**src/rtl/core/palette_fade_engine_unit_macros.svh**
```systemverilog
// Assertion macros shared by the palette fade engine RTL.
// Depends on nothing; included by the modules that carry assertions.
`ifndef PALETTE_FADE_ENGINE_UNIT_MACROS_SVH
`define PALETTE_FADE_ENGINE_UNIT_MACROS_SVH

// Same-cycle implication, disabled while reset is asserted.
`define PFE_ASSERT_IMPL(label, clk_s, rst_s, ante, cons) \
    label: assert property (@(posedge clk_s) disable iff (!rst_s) (ante) |-> (cons)) \
        else $error("palette fade engine: same-cycle check failed");

// Next-cycle implication, disabled while reset is asserted.
`define PFE_ASSERT_NEXT(label, clk_s, rst_s, ante, cons) \
    label: assert property (@(posedge clk_s) disable iff (!rst_s) (ante) |=> (cons)) \
        else $error("palette fade engine: next-cycle check failed");

`endif

```
**src/rtl/core/pfe_pkg.sv**
```systemverilog
// Package of the palette fade engine: codes, microcode types and the entry step function.
// Depends on nothing; used by pfe_seq, pfe_datapath and the top module of the block.
`timescale 1ns / 1ps

package pfe_pkg;

    // Operation codes of an input word.
    localparam logic [2:0] OP_WR_CUR = 3'd0;
    localparam logic [2:0] OP_WR_TGT = 3'd1;
    localparam logic [2:0] OP_START  = 3'd2;
    localparam logic [2:0] OP_TICK   = 3'd3;
    localparam logic [2:0] OP_READ   = 3'd4;

    // Fade modes.
    localparam logic [2:0] MODE_NONE      = 3'd0;
    localparam logic [2:0] MODE_FADE_IN   = 3'd1;
    localparam logic [2:0] MODE_FADE_OUT  = 3'd2;
    localparam logic [2:0] MODE_FLASH_IN  = 3'd3;
    localparam logic [2:0] MODE_FLASH_OUT = 3'd4;

    // Configuration register indexes.
    localparam logic [1:0] REG_FADE_MODE   = 2'd0;
    localparam logic [1:0] REG_FIRST_ENTRY = 2'd1;
    localparam logic [1:0] REG_LAST_OFFSET = 2'd2;

    // Component step and full-white level.
    localparam logic [7:0] STEP  = 8'd32;
    localparam logic [7:0] WHITE = 8'd224;

    // Microprogram addresses.
    typedef logic [3:0] upc_t;
    localparam upc_t U_FETCH = 4'd0;
    localparam upc_t U_WR    = 4'd1;
    localparam upc_t U_START = 4'd2;
    localparam upc_t U_FILL  = 4'd3;
    localparam upc_t U_EMIT  = 4'd4;
    localparam upc_t U_READ  = 4'd5;
    localparam upc_t U_TICK  = 4'd6;
    localparam upc_t U_WALK  = 4'd7;
    localparam upc_t U_LOOP  = 4'd8;
    localparam upc_t U_FRAME = 4'd9;

    typedef enum logic [1:0] {
        J_ALWAYS   = 2'd0,
        J_DISPATCH = 2'd1,
        J_IF       = 2'd2
    } jump_t;

    typedef enum logic [1:0] {
        FL_SKIP_FILL = 2'd0,
        FL_INACTIVE  = 2'd1,
        FL_SKIP_WALK = 2'd2,
        FL_MORE      = 2'd3
    } flag_sel_t;

    // One control word of the microprogram.
    typedef struct packed {
        logic      accept;
        logic      wr_in;
        logic      ptr_load;
        logic      clr_frame;
        logic      tick_chk;
        logic      fill_wr;
        logic      rd_issue;
        logic      rd_next;
        logic      rd_item;
        logic      step_wr;
        logic      ptr_inc;
        logic      frame_upd;
        logic      emit;
        jump_t     jump;
        flag_sel_t flag_sel;
        upc_t      target;
    } ctrl_t;

    // Status flags the datapath hands back for conditional jumps.
    typedef struct packed {
        logic skip_fill;
        logic inactive;
        logic skip_walk;
        logic more;
    } flags_t;

    // One frame step of a single entry; colors are packed {red, green, blue}.
    function automatic logic [23:0] step_entry(logic [2:0] mode, logic [23:0] cur,
                                               logic [23:0] tgt);
        logic [7:0] r;
        logic [7:0] g;
        logic [7:0] b;
        logic [7:0] tr;
        logic [7:0] tg;
        logic [7:0] tb;
        logic       same;
        {r, g, b}    = cur;
        {tr, tg, tb} = tgt;
        same         = (cur == tgt);
        unique case (mode)
            MODE_FADE_IN:
            begin
                if (!same)
                begin
                    if (tb > b)      b = b + STEP;
                    else if (tg > g) g = g + STEP;
                    else if (tr > r) r = r + STEP;
                end
            end
            MODE_FADE_OUT:
            begin
                if (r != 8'd0)      r = r - STEP;
                else if (g != 8'd0) g = g - STEP;
                else if (b != 8'd0) b = b - STEP;
            end
            MODE_FLASH_IN:
            begin
                if (!same)
                begin
                    if (tb < b)      b = b - STEP;
                    else if (tg < g) g = g - STEP;
                    else if (tr < r) r = r - STEP;
                end
            end
            MODE_FLASH_OUT:
            begin
                if (r != WHITE)      r = r + STEP;
                else if (g != WHITE) g = g + STEP;
                else if (b != WHITE) b = b + STEP;
            end
            default:
            begin
                r = r;
            end
        endcase
        return {r, g, b};
    endfunction

endpackage

```
**src/rtl/core/pfe_in_if.sv**
```systemverilog
// Input channel of the palette fade engine: one command word per handshake.
// Depends on nothing.
`timescale 1ns / 1ps

interface pfe_in_if;
    logic       valid;
    logic       ready;
    logic [2:0] operation;
    logic [5:0] entry_index;
    logic [7:0] red_in;
    logic [7:0] green_in;
    logic [7:0] blue_in;

    modport source (output valid, operation, entry_index, red_in, green_in, blue_in,
                    input ready);
    modport sink (input valid, operation, entry_index, red_in, green_in, blue_in,
                  output ready);
endinterface

```
**src/rtl/core/pfe_out_if.sv**
```systemverilog
// Result channel of the palette fade engine: one result word per handshake.
// Depends on nothing.
`timescale 1ns / 1ps

interface pfe_out_if;
    logic       valid;
    logic       ready;
    logic [7:0] red_out;
    logic [7:0] green_out;
    logic [7:0] blue_out;
    logic       fade_done;

    modport source (output valid, red_out, green_out, blue_out, fade_done, input ready);
    modport sink (input valid, red_out, green_out, blue_out, fade_done, output ready);
endinterface

```
**src/rtl/core/pfe_cfg_if.sv**
```systemverilog
// Configuration write channel of the palette fade engine.
// Depends on nothing.
`timescale 1ns / 1ps

interface pfe_cfg_if;
    logic       valid;
    logic       ready;
    logic [1:0] addr;
    logic [5:0] wdata;

    modport source (output valid, addr, wdata, input ready);
    modport sink (input valid, addr, wdata, output ready);
endinterface

```
**src/rtl/core/pfe_seq.sv**
```systemverilog
// Microcode sequencer of the palette fade engine: control store, step counter, jumps.
// Depends on pfe_pkg.
`timescale 1ns / 1ps

module pfe_seq (
    input  logic            clk,
    input  logic            rst_n,
    input  logic            in_valid,
    input  logic [2:0]      in_op,
    input  logic            out_busy,
    input  logic            out_ready,
    input  pfe_pkg::flags_t flags,
    output pfe_pkg::ctrl_t  act,
    output logic            in_ready
);

    // Control store: one word per microprogram step.
    function automatic pfe_pkg::ctrl_t ucode(pfe_pkg::upc_t addr);
        pfe_pkg::ctrl_t uw;
        uw        = '0;
        uw.jump   = pfe_pkg::J_ALWAYS;
        uw.target = pfe_pkg::U_FETCH;
        unique case (addr)
            pfe_pkg::U_FETCH:
            begin
                uw.accept = 1'b1;
                uw.jump   = pfe_pkg::J_DISPATCH;
            end
            pfe_pkg::U_WR:
            begin
                uw.wr_in  = 1'b1;
                uw.target = pfe_pkg::U_EMIT;
            end
            pfe_pkg::U_START:
            begin
                uw.ptr_load  = 1'b1;
                uw.clr_frame = 1'b1;
                uw.jump      = pfe_pkg::J_IF;
                uw.flag_sel  = pfe_pkg::FL_SKIP_FILL;
                uw.target    = pfe_pkg::U_EMIT;
            end
            pfe_pkg::U_FILL:
            begin
                uw.fill_wr  = 1'b1;
                uw.ptr_inc  = 1'b1;
                uw.jump     = pfe_pkg::J_IF;
                uw.flag_sel = pfe_pkg::FL_MORE;
                uw.target   = pfe_pkg::U_FILL;
            end
            pfe_pkg::U_EMIT:
            begin
                uw.emit = 1'b1;
            end
            pfe_pkg::U_READ:
            begin
                uw.rd_item = 1'b1;
                uw.target  = pfe_pkg::U_EMIT;
            end
            pfe_pkg::U_TICK:
            begin
                uw.ptr_load = 1'b1;
                uw.tick_chk = 1'b1;
                uw.jump     = pfe_pkg::J_IF;
                uw.flag_sel = pfe_pkg::FL_INACTIVE;
                uw.target   = pfe_pkg::U_EMIT;
            end
            pfe_pkg::U_WALK:
            begin
                uw.rd_issue = 1'b1;
                uw.jump     = pfe_pkg::J_IF;
                uw.flag_sel = pfe_pkg::FL_SKIP_WALK;
                uw.target   = pfe_pkg::U_FRAME;
            end
            pfe_pkg::U_LOOP:
            begin
                uw.step_wr  = 1'b1;
                uw.rd_next  = 1'b1;
                uw.ptr_inc  = 1'b1;
                uw.jump     = pfe_pkg::J_IF;
                uw.flag_sel = pfe_pkg::FL_MORE;
                uw.target   = pfe_pkg::U_LOOP;
            end
            pfe_pkg::U_FRAME:
            begin
                uw.frame_upd = 1'b1;
                uw.target    = pfe_pkg::U_EMIT;
            end
            default:
            begin
                uw.target = pfe_pkg::U_FETCH;
            end
        endcase
        return uw;
    endfunction

    pfe_pkg::upc_t  upc_reg;
    pfe_pkg::upc_t  upc_next;
    pfe_pkg::upc_t  dispatch;
    pfe_pkg::ctrl_t uw;
    logic           stall;
    logic           flag;

    assign uw       = ucode(upc_reg);
    assign in_ready = uw.accept;

    // A step waits on its handshake; its actions fire only once it proceeds.
    assign stall = (uw.accept && !in_valid) || (uw.emit && out_busy && !out_ready);
    assign act   = stall ? '0 : uw;

    // Entry point of each operation's routine.
    always_comb
    begin
        unique case (in_op)
            pfe_pkg::OP_WR_CUR: dispatch = pfe_pkg::U_WR;
            pfe_pkg::OP_WR_TGT: dispatch = pfe_pkg::U_WR;
            pfe_pkg::OP_START:  dispatch = pfe_pkg::U_START;
            pfe_pkg::OP_TICK:   dispatch = pfe_pkg::U_TICK;
            pfe_pkg::OP_READ:   dispatch = pfe_pkg::U_READ;
            default:            dispatch = pfe_pkg::U_EMIT;
        endcase
    end

    // Condition selected by the control word.
    always_comb
    begin
        unique case (uw.flag_sel)
            pfe_pkg::FL_SKIP_FILL: flag = flags.skip_fill;
            pfe_pkg::FL_INACTIVE:  flag = flags.inactive;
            pfe_pkg::FL_SKIP_WALK: flag = flags.skip_walk;
            pfe_pkg::FL_MORE:      flag = flags.more;
        endcase
    end

    // Next step address.
    always_comb
    begin
        if (stall)
        begin
            upc_next = upc_reg;
        end
        else
        begin
            unique case (uw.jump)
                pfe_pkg::J_ALWAYS:   upc_next = uw.target;
                pfe_pkg::J_DISPATCH: upc_next = dispatch;
                pfe_pkg::J_IF:       upc_next = flag ? uw.target : upc_reg + 4'd1;
                default:             upc_next = pfe_pkg::U_FETCH;
            endcase
        end
    end

    always_ff @(posedge clk or negedge rst_n)
    begin
        if (!rst_n)
        begin
            upc_reg <= pfe_pkg::U_FETCH;
        end
        else
        begin
            upc_reg <= upc_next;
        end
    end

endmodule

```
**src/rtl/core/pfe_datapath.sv**
```systemverilog
// Datapath of the palette fade engine: palette memories, pointer, frame count, result register.
// Depends on pfe_pkg and palette_fade_engine_unit_macros.svh.
`timescale 1ns / 1ps
`include "palette_fade_engine_unit_macros.svh"

module pfe_datapath #(
    parameter int ENTRIES    = 64,
    parameter int LAST_FRAME = 21
) (
    input  logic            clk,
    input  logic            rst_n,
    input  pfe_pkg::ctrl_t  act,
    output pfe_pkg::flags_t flags,
    input  logic [2:0]      operation,
    input  logic [5:0]      entry_index,
    input  logic [7:0]      red_in,
    input  logic [7:0]      green_in,
    input  logic [7:0]      blue_in,
    input  logic            cfg_valid,
    input  logic [1:0]      cfg_addr,
    input  logic [5:0]      cfg_wdata,
    output logic            out_valid,
    input  logic            out_ready,
    output logic [7:0]      red_out,
    output logic [7:0]      green_out,
    output logic [7:0]      blue_out,
    output logic            fade_done
);

    localparam int AW = $clog2(ENTRIES);
    localparam int PW = ($clog2(ENTRIES + 1) > 7) ? $clog2(ENTRIES + 1) : 7;

    logic [2:0]    fade_mode_reg;
    logic [5:0]    first_entry_reg;
    logic [5:0]    last_offset_reg;
    logic [2:0]    op_reg;
    logic [5:0]    idx_reg;
    logic [23:0]   color_reg;
    logic [PW-1:0] ptr_reg;
    logic [PW-1:0] ptr_next;
    logic [PW-1:0] ptr_plus;
    logic [4:0]    frame_cnt_reg;
    logic          done_reg;
    logic          out_valid_reg;
    logic [23:0]   out_color_reg;
    logic          out_done_reg;
    logic [23:0]   cur_mem [ENTRIES];
    logic [23:0]   tgt_mem [ENTRIES];
    logic [23:0]   cur_rdata_reg;
    logic [23:0]   tgt_rdata_reg;
    logic [PW-1:0] lo_ext;
    logic [PW-1:0] hi_ext;
    logic          range_empty;
    logic          last_entry;
    logic          fill_mode;
    logic          active;
    logic          idx_ok;
    logic          cur_we;
    logic          tgt_we;
    logic [AW-1:0] cur_waddr;
    logic [23:0]   cur_wdata;
    logic          rd_en;
    logic [AW-1:0] rd_addr;
    logic [7:0]    fill_byte;
    logic          loop_wr;
    logic          emit_other;

    // Range decode and mode decode.
    assign lo_ext      = PW'(first_entry_reg);
    assign hi_ext      = lo_ext + PW'(last_offset_reg);
    assign range_empty = (lo_ext >= PW'(ENTRIES));
    assign last_entry  = (ptr_reg == hi_ext) || (ptr_reg == PW'(ENTRIES - 1));
    assign fill_mode   = (fade_mode_reg == pfe_pkg::MODE_FADE_IN) ||
                         (fade_mode_reg == pfe_pkg::MODE_FLASH_IN);
    assign active      = (fade_mode_reg == pfe_pkg::MODE_FADE_IN) ||
                         (fade_mode_reg == pfe_pkg::MODE_FADE_OUT) ||
                         (fade_mode_reg == pfe_pkg::MODE_FLASH_IN) ||
                         (fade_mode_reg == pfe_pkg::MODE_FLASH_OUT);
    assign idx_ok      = ({{(PW - 6){1'b0}}, idx_reg} < PW'(ENTRIES));
    assign ptr_plus    = ptr_reg + PW'(1);
    assign fill_byte   = (fade_mode_reg == pfe_pkg::MODE_FLASH_IN) ? pfe_pkg::WHITE : 8'd0;

    assign flags.skip_fill = !fill_mode || range_empty;
    assign flags.inactive  = !active;
    assign flags.skip_walk = range_empty;
    assign flags.more      = !last_entry;

    // Configuration registers; the channel never stalls.
    always_ff @(posedge clk or negedge rst_n)
    begin
        if (!rst_n)
        begin
            fade_mode_reg   <= pfe_pkg::MODE_NONE;
            first_entry_reg <= 6'd0;
            last_offset_reg <= 6'd63;
        end
        else if (cfg_valid)
        begin
            unique case (cfg_addr)
                pfe_pkg::REG_FADE_MODE:   fade_mode_reg   <= cfg_wdata[2:0];
                pfe_pkg::REG_FIRST_ENTRY: first_entry_reg <= cfg_wdata;
                pfe_pkg::REG_LAST_OFFSET: last_offset_reg <= cfg_wdata;
                default:                  fade_mode_reg   <= fade_mode_reg;
            endcase
        end
    end

    // Accepted word.
    always_ff @(posedge clk)
    begin
        if (act.accept)
        begin
            op_reg    <= operation;
            idx_reg   <= entry_index;
            color_reg <= {red_in, green_in, blue_in};
        end
    end

    // Entry pointer of the fill and walk loops.
    always_comb
    begin
        priority if (act.ptr_load) ptr_next = lo_ext;
        else if (act.ptr_inc)      ptr_next = ptr_plus;
        else                       ptr_next = ptr_reg;
    end

    always_ff @(posedge clk)
    begin
        ptr_reg <= ptr_next;
    end

    // Frame counter and done flag.
    always_ff @(posedge clk or negedge rst_n)
    begin
        if (!rst_n)
        begin
            frame_cnt_reg <= 5'd0;
            done_reg      <= 1'b0;
        end
        else
        begin
            if (act.accept)
            begin
                done_reg <= 1'b0;
            end
            if (act.tick_chk)
            begin
                done_reg <= !active;
            end
            if (act.clr_frame)
            begin
                frame_cnt_reg <= 5'd0;
            end
            if (act.frame_upd)
            begin
                if (frame_cnt_reg >= 5'(LAST_FRAME))
                begin
                    frame_cnt_reg <= 5'd0;
                    done_reg      <= 1'b1;
                end
                else
                begin
                    frame_cnt_reg <= frame_cnt_reg + 5'd1;
                end
            end
        end
    end

    // Current palette write port: host write, range fill or stepped entry.
    assign cur_we    = (act.wr_in && (op_reg == pfe_pkg::OP_WR_CUR) && idx_ok) ||
                       act.fill_wr || act.step_wr;
    assign cur_waddr = act.wr_in ? AW'(idx_reg) : ptr_reg[AW-1:0];
    always_comb
    begin
        priority if (act.wr_in) cur_wdata = color_reg;
        else if (act.fill_wr)   cur_wdata = {3{fill_byte}};
        else                    cur_wdata = pfe_pkg::step_entry(fade_mode_reg, cur_rdata_reg,
                                                                tgt_rdata_reg);
    end
    assign tgt_we = act.wr_in && (op_reg == pfe_pkg::OP_WR_TGT) && idx_ok;

    // Shared read address: host read, first walk entry, or the one after the written entry.
    assign rd_en = act.rd_item || act.rd_issue || act.rd_next;
    always_comb
    begin
        priority if (act.rd_item) rd_addr = AW'(idx_reg);
        else if (act.rd_next)     rd_addr = ptr_plus[AW-1:0];
        else                      rd_addr = ptr_reg[AW-1:0];
    end

    // Palette memories with registered read data.
    always_ff @(posedge clk)
    begin
        if (cur_we)
        begin
            cur_mem[cur_waddr] <= cur_wdata;
        end
        if (rd_en)
        begin
            cur_rdata_reg <= cur_mem[rd_addr];
        end
    end

    always_ff @(posedge clk)
    begin
        if (tgt_we)
        begin
            tgt_mem[AW'(idx_reg)] <= color_reg;
        end
        if (rd_en)
        begin
            tgt_rdata_reg <= tgt_mem[rd_addr];
        end
    end

    // Result register, decoupled from the sequencer.
    always_ff @(posedge clk or negedge rst_n)
    begin
        if (!rst_n)
        begin
            out_valid_reg <= 1'b0;
        end
        else if (act.emit)
        begin
            out_valid_reg <= 1'b1;
        end
        else if (out_ready)
        begin
            out_valid_reg <= 1'b0;
        end
    end

    always_ff @(posedge clk)
    begin
        if (act.emit)
        begin
            out_color_reg <= ((op_reg == pfe_pkg::OP_READ) && idx_ok) ? cur_rdata_reg : 24'd0;
            out_done_reg  <= done_reg;
        end
    end

    assign out_valid = out_valid_reg;
    assign red_out   = out_color_reg[23:16];
    assign green_out = out_color_reg[15:8];
    assign blue_out  = out_color_reg[7:0];
    assign fade_done = out_done_reg;

    // Terms of the checks below.
    assign loop_wr    = act.fill_wr || act.step_wr;
    assign emit_other = act.emit && (op_reg != pfe_pkg::OP_READ);

    // Checks on the walk, the frame counter and the result register.
    `PFE_ASSERT_IMPL(a_walk_in_memory, clk, rst_n, loop_wr, ptr_reg < PW'(ENTRIES))
    `PFE_ASSERT_IMPL(a_frame_bound, clk, rst_n, 1'b1, frame_cnt_reg <= 5'(LAST_FRAME))
    `PFE_ASSERT_NEXT(a_emit_loads, clk, rst_n, act.emit, out_valid_reg)
    `PFE_ASSERT_NEXT(a_color_only_on_read, clk, rst_n, emit_other, out_color_reg == 24'd0)

endmodule

```
**src/rtl/core/palette_fade_engine_unit.sv**
```systemverilog
// Palette fade engine, a sequenced read-modify-write engine over two palette memories.
// A start fade fills the range in fade-in and flash-in modes; a frame tick walks the N
// entries in range, N up to 64, unless no fade mode is active: the current palette memory
// has one write port, so the fill and walk loops handle one entry per cycle, reading the
// next entry while the stepped one is written back. A new word is taken while the previous
// result still waits on the result channel. Depends on pfe_pkg, the channel interfaces,
// pfe_seq and pfe_datapath.
`timescale 1ns / 1ps

module palette_fade_engine_unit #(
    parameter int ENTRIES    = 64,
    parameter int LAST_FRAME = 21
) (
    input logic        clk,
    input logic        rst_n,
    pfe_in_if.sink     item,
    pfe_out_if.source  result,
    pfe_cfg_if.sink    cfg
);

    pfe_pkg::ctrl_t  act;
    pfe_pkg::flags_t flags;
    logic            out_valid;

    // Configuration writes are taken in any cycle.
    assign cfg.ready    = 1'b1;
    assign result.valid = out_valid;

    pfe_seq u_seq (
        .clk       (clk),
        .rst_n     (rst_n),
        .in_valid  (item.valid),
        .in_op     (item.operation),
        .out_busy  (out_valid),
        .out_ready (result.ready),
        .flags     (flags),
        .act       (act),
        .in_ready  (item.ready)
    );

    pfe_datapath #(
        .ENTRIES    (ENTRIES),
        .LAST_FRAME (LAST_FRAME)
    ) u_datapath (
        .clk         (clk),
        .rst_n       (rst_n),
        .act         (act),
        .flags       (flags),
        .operation   (item.operation),
        .entry_index (item.entry_index),
        .red_in      (item.red_in),
        .green_in    (item.green_in),
        .blue_in     (item.blue_in),
        .cfg_valid   (cfg.valid),
        .cfg_addr    (cfg.addr),
        .cfg_wdata   (cfg.wdata),
        .out_valid   (out_valid),
        .out_ready   (result.ready),
        .red_out     (result.red_out),
        .green_out   (result.green_out),
        .blue_out    (result.blue_out),
        .fade_done   (result.fade_done)
    );

endmodule
```
**src/flat_wrapper.sv**
```systemverilog
// flat-port wrapper written by rule: the top's interface ports become plain ports
module palette_fade_engine_unit_flat 
#(
    parameter int ENTRIES    = 64,
    parameter int LAST_FRAME = 21
)
  (clk, rst_n, item_valid, item_operation, item_entry_index, item_red_in, item_green_in, item_blue_in, item_ready, result_valid, result_red_out, result_green_out, result_blue_out, result_fade_done, result_ready, cfg_valid, cfg_addr, cfg_wdata, cfg_ready);
  pfe_in_if item_i ();
  pfe_out_if result_i ();
  pfe_cfg_if cfg_i ();
  input logic clk;
  input logic rst_n;
  input wire logic [$bits(item_i.valid)-1:0] item_valid;
  input wire logic [$bits(item_i.operation)-1:0] item_operation;
  input wire logic [$bits(item_i.entry_index)-1:0] item_entry_index;
  input wire logic [$bits(item_i.red_in)-1:0] item_red_in;
  input wire logic [$bits(item_i.green_in)-1:0] item_green_in;
  input wire logic [$bits(item_i.blue_in)-1:0] item_blue_in;
  output wire logic [$bits(item_i.ready)-1:0] item_ready;
  output wire logic [$bits(result_i.valid)-1:0] result_valid;
  output wire logic [$bits(result_i.red_out)-1:0] result_red_out;
  output wire logic [$bits(result_i.green_out)-1:0] result_green_out;
  output wire logic [$bits(result_i.blue_out)-1:0] result_blue_out;
  output wire logic [$bits(result_i.fade_done)-1:0] result_fade_done;
  input wire logic [$bits(result_i.ready)-1:0] result_ready;
  input wire logic [$bits(cfg_i.valid)-1:0] cfg_valid;
  input wire logic [$bits(cfg_i.addr)-1:0] cfg_addr;
  input wire logic [$bits(cfg_i.wdata)-1:0] cfg_wdata;
  output wire logic [$bits(cfg_i.ready)-1:0] cfg_ready;
  assign item_i.valid = item_valid;
  assign item_i.operation = item_operation;
  assign item_i.entry_index = item_entry_index;
  assign item_i.red_in = item_red_in;
  assign item_i.green_in = item_green_in;
  assign item_i.blue_in = item_blue_in;
  assign item_ready = item_i.ready;
  assign result_valid = result_i.valid;
  assign result_red_out = result_i.red_out;
  assign result_green_out = result_i.green_out;
  assign result_blue_out = result_i.blue_out;
  assign result_fade_done = result_i.fade_done;
  assign result_i.ready = result_ready;
  assign cfg_i.valid = cfg_valid;
  assign cfg_i.addr = cfg_addr;
  assign cfg_i.wdata = cfg_wdata;
  assign cfg_ready = cfg_i.ready;
  palette_fade_engine_unit #(.ENTRIES(ENTRIES), .LAST_FRAME(LAST_FRAME)) u_core (.clk(clk), .rst_n(rst_n), .item(item_i), .result(result_i), .cfg(cfg_i));
endmodule
```
**config.mk**
```make
export PLATFORM = sky130hd
export DESIGN_NAME = palette_fade_engine_unit_flat
export DESIGN_NICKNAME = d
export VERILOG_FILES = /design/src/rtl/core/pfe_pkg.sv /design/src/rtl/core/pfe_in_if.sv /design/src/rtl/core/pfe_out_if.sv /design/src/rtl/core/pfe_cfg_if.sv /design/src/rtl/core/pfe_seq.sv /design/src/rtl/core/pfe_datapath.sv /design/src/rtl/core/palette_fade_engine_unit.sv /design/src/flat_wrapper.sv
export VERILOG_INCLUDE_DIRS = /design/src /design/src/rtl/core
export SDC_FILE = /design/constraint.sdc
export NUM_CORES = 2
export LEC_CHECK = 0
export BUFFER_PORTS_ARGS = -buffer_cell sky130_fd_sc_hd__buf_2
export CAP_MARGIN = 20
export CORE_UTILIZATION = 40
export DETAILED_ROUTE_END_ITERATION = 10
export HOLD_SLACK_MARGIN = 0.12
export SYNTH_ARGS = -nofsm -noshare
export SYNTH_HDL_FRONTEND = slang
export SYNTH_SLANG_ARGS = --single-unit
```
**constraint.sdc**
```tcl
create_clock -name clk -period 17.8 [get_ports clk]
set_clock_uncertainty 0.2 [all_clocks]
set_input_delay 0 -clock clk [delete_from_list [all_inputs] [get_ports clk]]
set_output_delay 0 -clock clk [all_outputs]
set_load 0.01 [all_outputs]
```
==> results.json <==
{
  "synth_edf_count": 3184,
  "ys.warnings.count": 0,
  "worst-endpoint-arrival_ns": 7.97,
  "first_pass_grt_wire_length_um": 557000,
  "status": "completed",
  "area_delta_synth_final_pct": 15.1,
  "p_leak_nw": 46.2,
  "slew-limit-headroom_pct": 6.42,
  "cts_repair_resize_count": 0,
  "worstMarginPinSlew_ns": 1.40,
  "layout_top_registers": "u_core.u_datapath.cur_mem (1536), u_core.u_datapath.tgt_mem (1536)",
  "routed_wirelength_um": 407000,
  "synth-simple-area-share_pct": 7.68,
  "synth.net_count": 7046,
  "max_clock_freq_ghz": 0.133,
  "min-delay-path-class": "primary input to flip-flop",
  "vdd_ir_drop_max_mv": 0.105,
  "postCtsSetupRepairBufs": 0,
  "nets": 7494,
  "grt_util_overall_pct": 25.4,
  "critPathLaunchType": "flip-flop",
  "synth_seq_area_share_pct": 77.0,
  "antenna_found_initial": 40,
  "routed-via-count": 72400,
  "final.setup.tns_ns": 0,
  "cap_viol_max_count": 0,
  "die_y_um": 561,
  "die-area_um2": 315000,
  "chipWidth_um": 561,
  "yosys.area_share.xor_xnor_pct": 0.154,
  "crit_fanout": 102,
  "initialDrtViolationCount": 11700,
  "crit_path_kind": "flip-flop to flip-flop",
  "std_cell_rows": 204,
  "timing.final.max_slew_violations": 0,
  "asyncSetResetFlopFracSynth_pct": 0.810,
  "arithmetic_cell_share_of_the_synthesized_area_counting_full_adders_half_adders_and_majority_gates_pct": 0.446,
  "final_layout_size_suffix_gt1_share_pct": 20.9,
  "post-dp-hpwl_um": 237000,
  "unrepaired_setup_endpoints_after_global_routing": "no",
  "min_period_over_period_pct": 42.3,
  "finalInstanceArea_um2": 144000,
  "synthesized_area_fraction_occupied_by_ao_oa_aoi_and_oai_cells_pct": 2.76,
  "timing.critical_path.to_type": "flip-flop",
  "setup_viol_count_final": 0,
  "clk_path_buf_depth": 4,
  "placement.io_buffers": 72,
  "yosysUniqueCellTypes": 74,
  "core_area_um2": 310000,
  "final.min_clock_period_ns": 7.53,
  "drc_errors": 0,
  "initial_core_util_pct": 40.3,
  "cell_count_post_placement": 11100,
  "post_synth_instance_area_um2": 125000,
  "placed_cell_area_um2": 132000,
  "synthesis_stage_register_bit_count": 3211,
  "main_combinational_cell_family_by_area_after_synthesis": "multiplexers",
  "clock_tree_from_tritoncts": "done",
  "synthesis.area_per_instance_um2": 18.0,
  "drtPass1Iterations": 6,
  "cts-buffers-inserted": 336,
  "postCtsHoldBufs": 121,
  "cts.sinks": 3211,
  "post_cts_clock_slew_at_the_launch_and_capture_registers_of_the_worst_setup_and_hold_paths_ns": 0.06,
  "cts_htree_levels": 5,
  "yosys-mux-area-fraction_pct": 10.3,
  "route.antenna.remaining_nets": 0,
  "final_util_pct": 46.4,
  "gp_congestion": 0.900,
  "clock_tree.root_cell": "sky130_fd_sc_hd__clkbuf_16",
  "synthFlopType": "sky130_fd_sc_hd__edfxtp_1",
  "grt_start_max_net_pins": 154,
  "clkLatencyLatePin_ns": 0.93,
  "hold_violations": 0,
  "post_layout_nonfiller_instances": 11800,
  "via_count_of_the_first_global_routing_pass": 68800,
  "synthesis.instances": 6956,
  "total_power_w": 0.0214,
  "routedWlPerCell_um": 34.4,
  "power_density_nw_per_um2": 149,
  "routed_via_density": 6.13,
  "worstPathRequired_ns": 18.23,
  "io-pin-count": 74,
  "grt_overflow_total": 0
}
==> synthesized netlist by cell type (all sizes together), types with 34 or more instances <==
library cell,number,area (um^2)
a21oi,73,365
a22oi,195,1460
a31oi,34,213
buf,216,1290
clkbuf,165,619
edfxtp,3184,95600
ha,43,538
inv,43,161
mux4,547,12300
nand2,1039,3900
nand3,641,3210
nand4,83,519
nor2,234,878
nor3,35,175
o21ai,56,280
==> per-stage QoR <==
step | worst slack (ns) | hold WS (ns)
after floorplan | 12.11 | -0.496
after global placement | 10.33 | -0.159
after detailed placement | 10.29 | -0.146
after CTS | 10.21 | 0.134
after global routing | 9.71 | 0.199
final | 10.27 | 0.185
==> area by class of cell <==
cell class | instances | area [um^2]
well taps | 4120 | 5150
flip-flops and latches | 3211 | 96300
multi-input cells | 3321 | 27400
clock inverters | 207 | 1880
clock buffers | 402 | 8780
inverters | 43 | 161
repair buffers | 491 | 4130
diodes | 15 | 37.5
fillers | 26000 | 166000
==> kinds of logic (layout without fill, tap and decap cells) <==
family,count (synthesis),after routing
buffers and inverters,424,1143
XOR/XNOR,22,22
flip-flops,3211,3211
AND/OR/NAND/NOR,2166,2166
AO/OA/AOI/OAI,492,492
adder cells (fa/ha/maj),44,44
other,1,16
multiplexers,596,596
==> per-layer routing <==
| layer | GRT usage [%] | share of wire [%] | wire length (um) | up-vias |
|---|---|---|---|---|
| met4 | 9.29 | 4.0 | 16300 | 20 |
| met3 | 7.33 | 13 | 54000 | 745 |
| met5 | 0 | 0.032 | 130 | - |
| met2 | 37.5 | 44 | 180000 | 5010 |
| li1 | - | - | - | 28600 |
| met1 | 35.7 | 38 | 156000 | 38100 |
==> where the power goes <==
group / switching (W) / internal (W) / leakage, nW / total [W]
Clock: 0.00295 / 0.00394 / 5.22 / 0.00689
Sequential: 0.000242 / 0.00935 / 29.0 / 0.00959
Combinational: 0.00349 / 0.00142 / 12.0 / 0.00491
==> cell usage in the layout (no fill, tap or decap), types with 91 or more instances in the layout <==
cell	synthesis	final
sky130_fd_sc_hd__edfxtp_1	3184	3184
sky130_fd_sc_hd__nand2_1	1039	1039
sky130_fd_sc_hd__clkbuf_16	0	342
sky130_fd_sc_hd__nand3_1	641	641
sky130_fd_sc_hd__a22oi_1	195	195
sky130_fd_sc_hd__nor2_1	234	91
sky130_fd_sc_hd__mux4_2	547	547
sky130_fd_sc_hd__buf_4	57	271
sky130_fd_sc_hd__dlygate4sd3_1	0	120
sky130_fd_sc_hd__nor2_2	0	107
==> final timing paths <==
kind / startpoint / to / slack (ns) / cells after the start
setup reg to reg: u_core.u_seq.upc_reg[0] / u_core.u_datapath.cur_rdata_reg[22] / 10.27 / 15
hold / removal: item_entry_index[2] / u_core.u_datapath.idx_reg[2] / 0.18 / 3
max in group asynchronous: rst_n / u_core.u_datapath.last_offset_reg[2] / 16.67 / 5
setup / recovery: u_core.u_seq.upc_reg[0] / u_core.u_datapath.cur_rdata_reg[22] / 10.27 / 15
min in group asynchronous: rst_n / u_core.u_datapath.first_entry_reg[4] / 0.47 / 5
hold reg to reg: u_core.u_datapath.done_reg / u_core.u_datapath.fade_done / 0.29 / 0
==> critical path: stages (launching register included) <==
cell                      delay, ns
sky130_fd_sc_hd__dfrtp_1       0.41
sky130_fd_sc_hd__inv_1         0.11
sky130_fd_sc_hd__ha_1          0.33
sky130_fd_sc_hd__and3b_1       0.26
sky130_fd_sc_hd__nor2_1        0.53
sky130_fd_sc_hd__o21a_4        0.59
sky130_fd_sc_hd__buf_12        0.60
sky130_fd_sc_hd__buf_4         0.84
sky130_fd_sc_hd__buf_12        0.61
sky130_fd_sc_hd__buf_4         0.69
sky130_fd_sc_hd__mux4_2        0.59
sky130_fd_sc_hd__a22oi_1       0.24
sky130_fd_sc_hd__nand3_1       0.10
sky130_fd_sc_hd__nor3_1        0.41
sky130_fd_sc_hd__buf_4         0.24
sky130_fd_sc_hd__nand4_1       0.11
No activity file was read; power rests on OpenSTA's default activity.
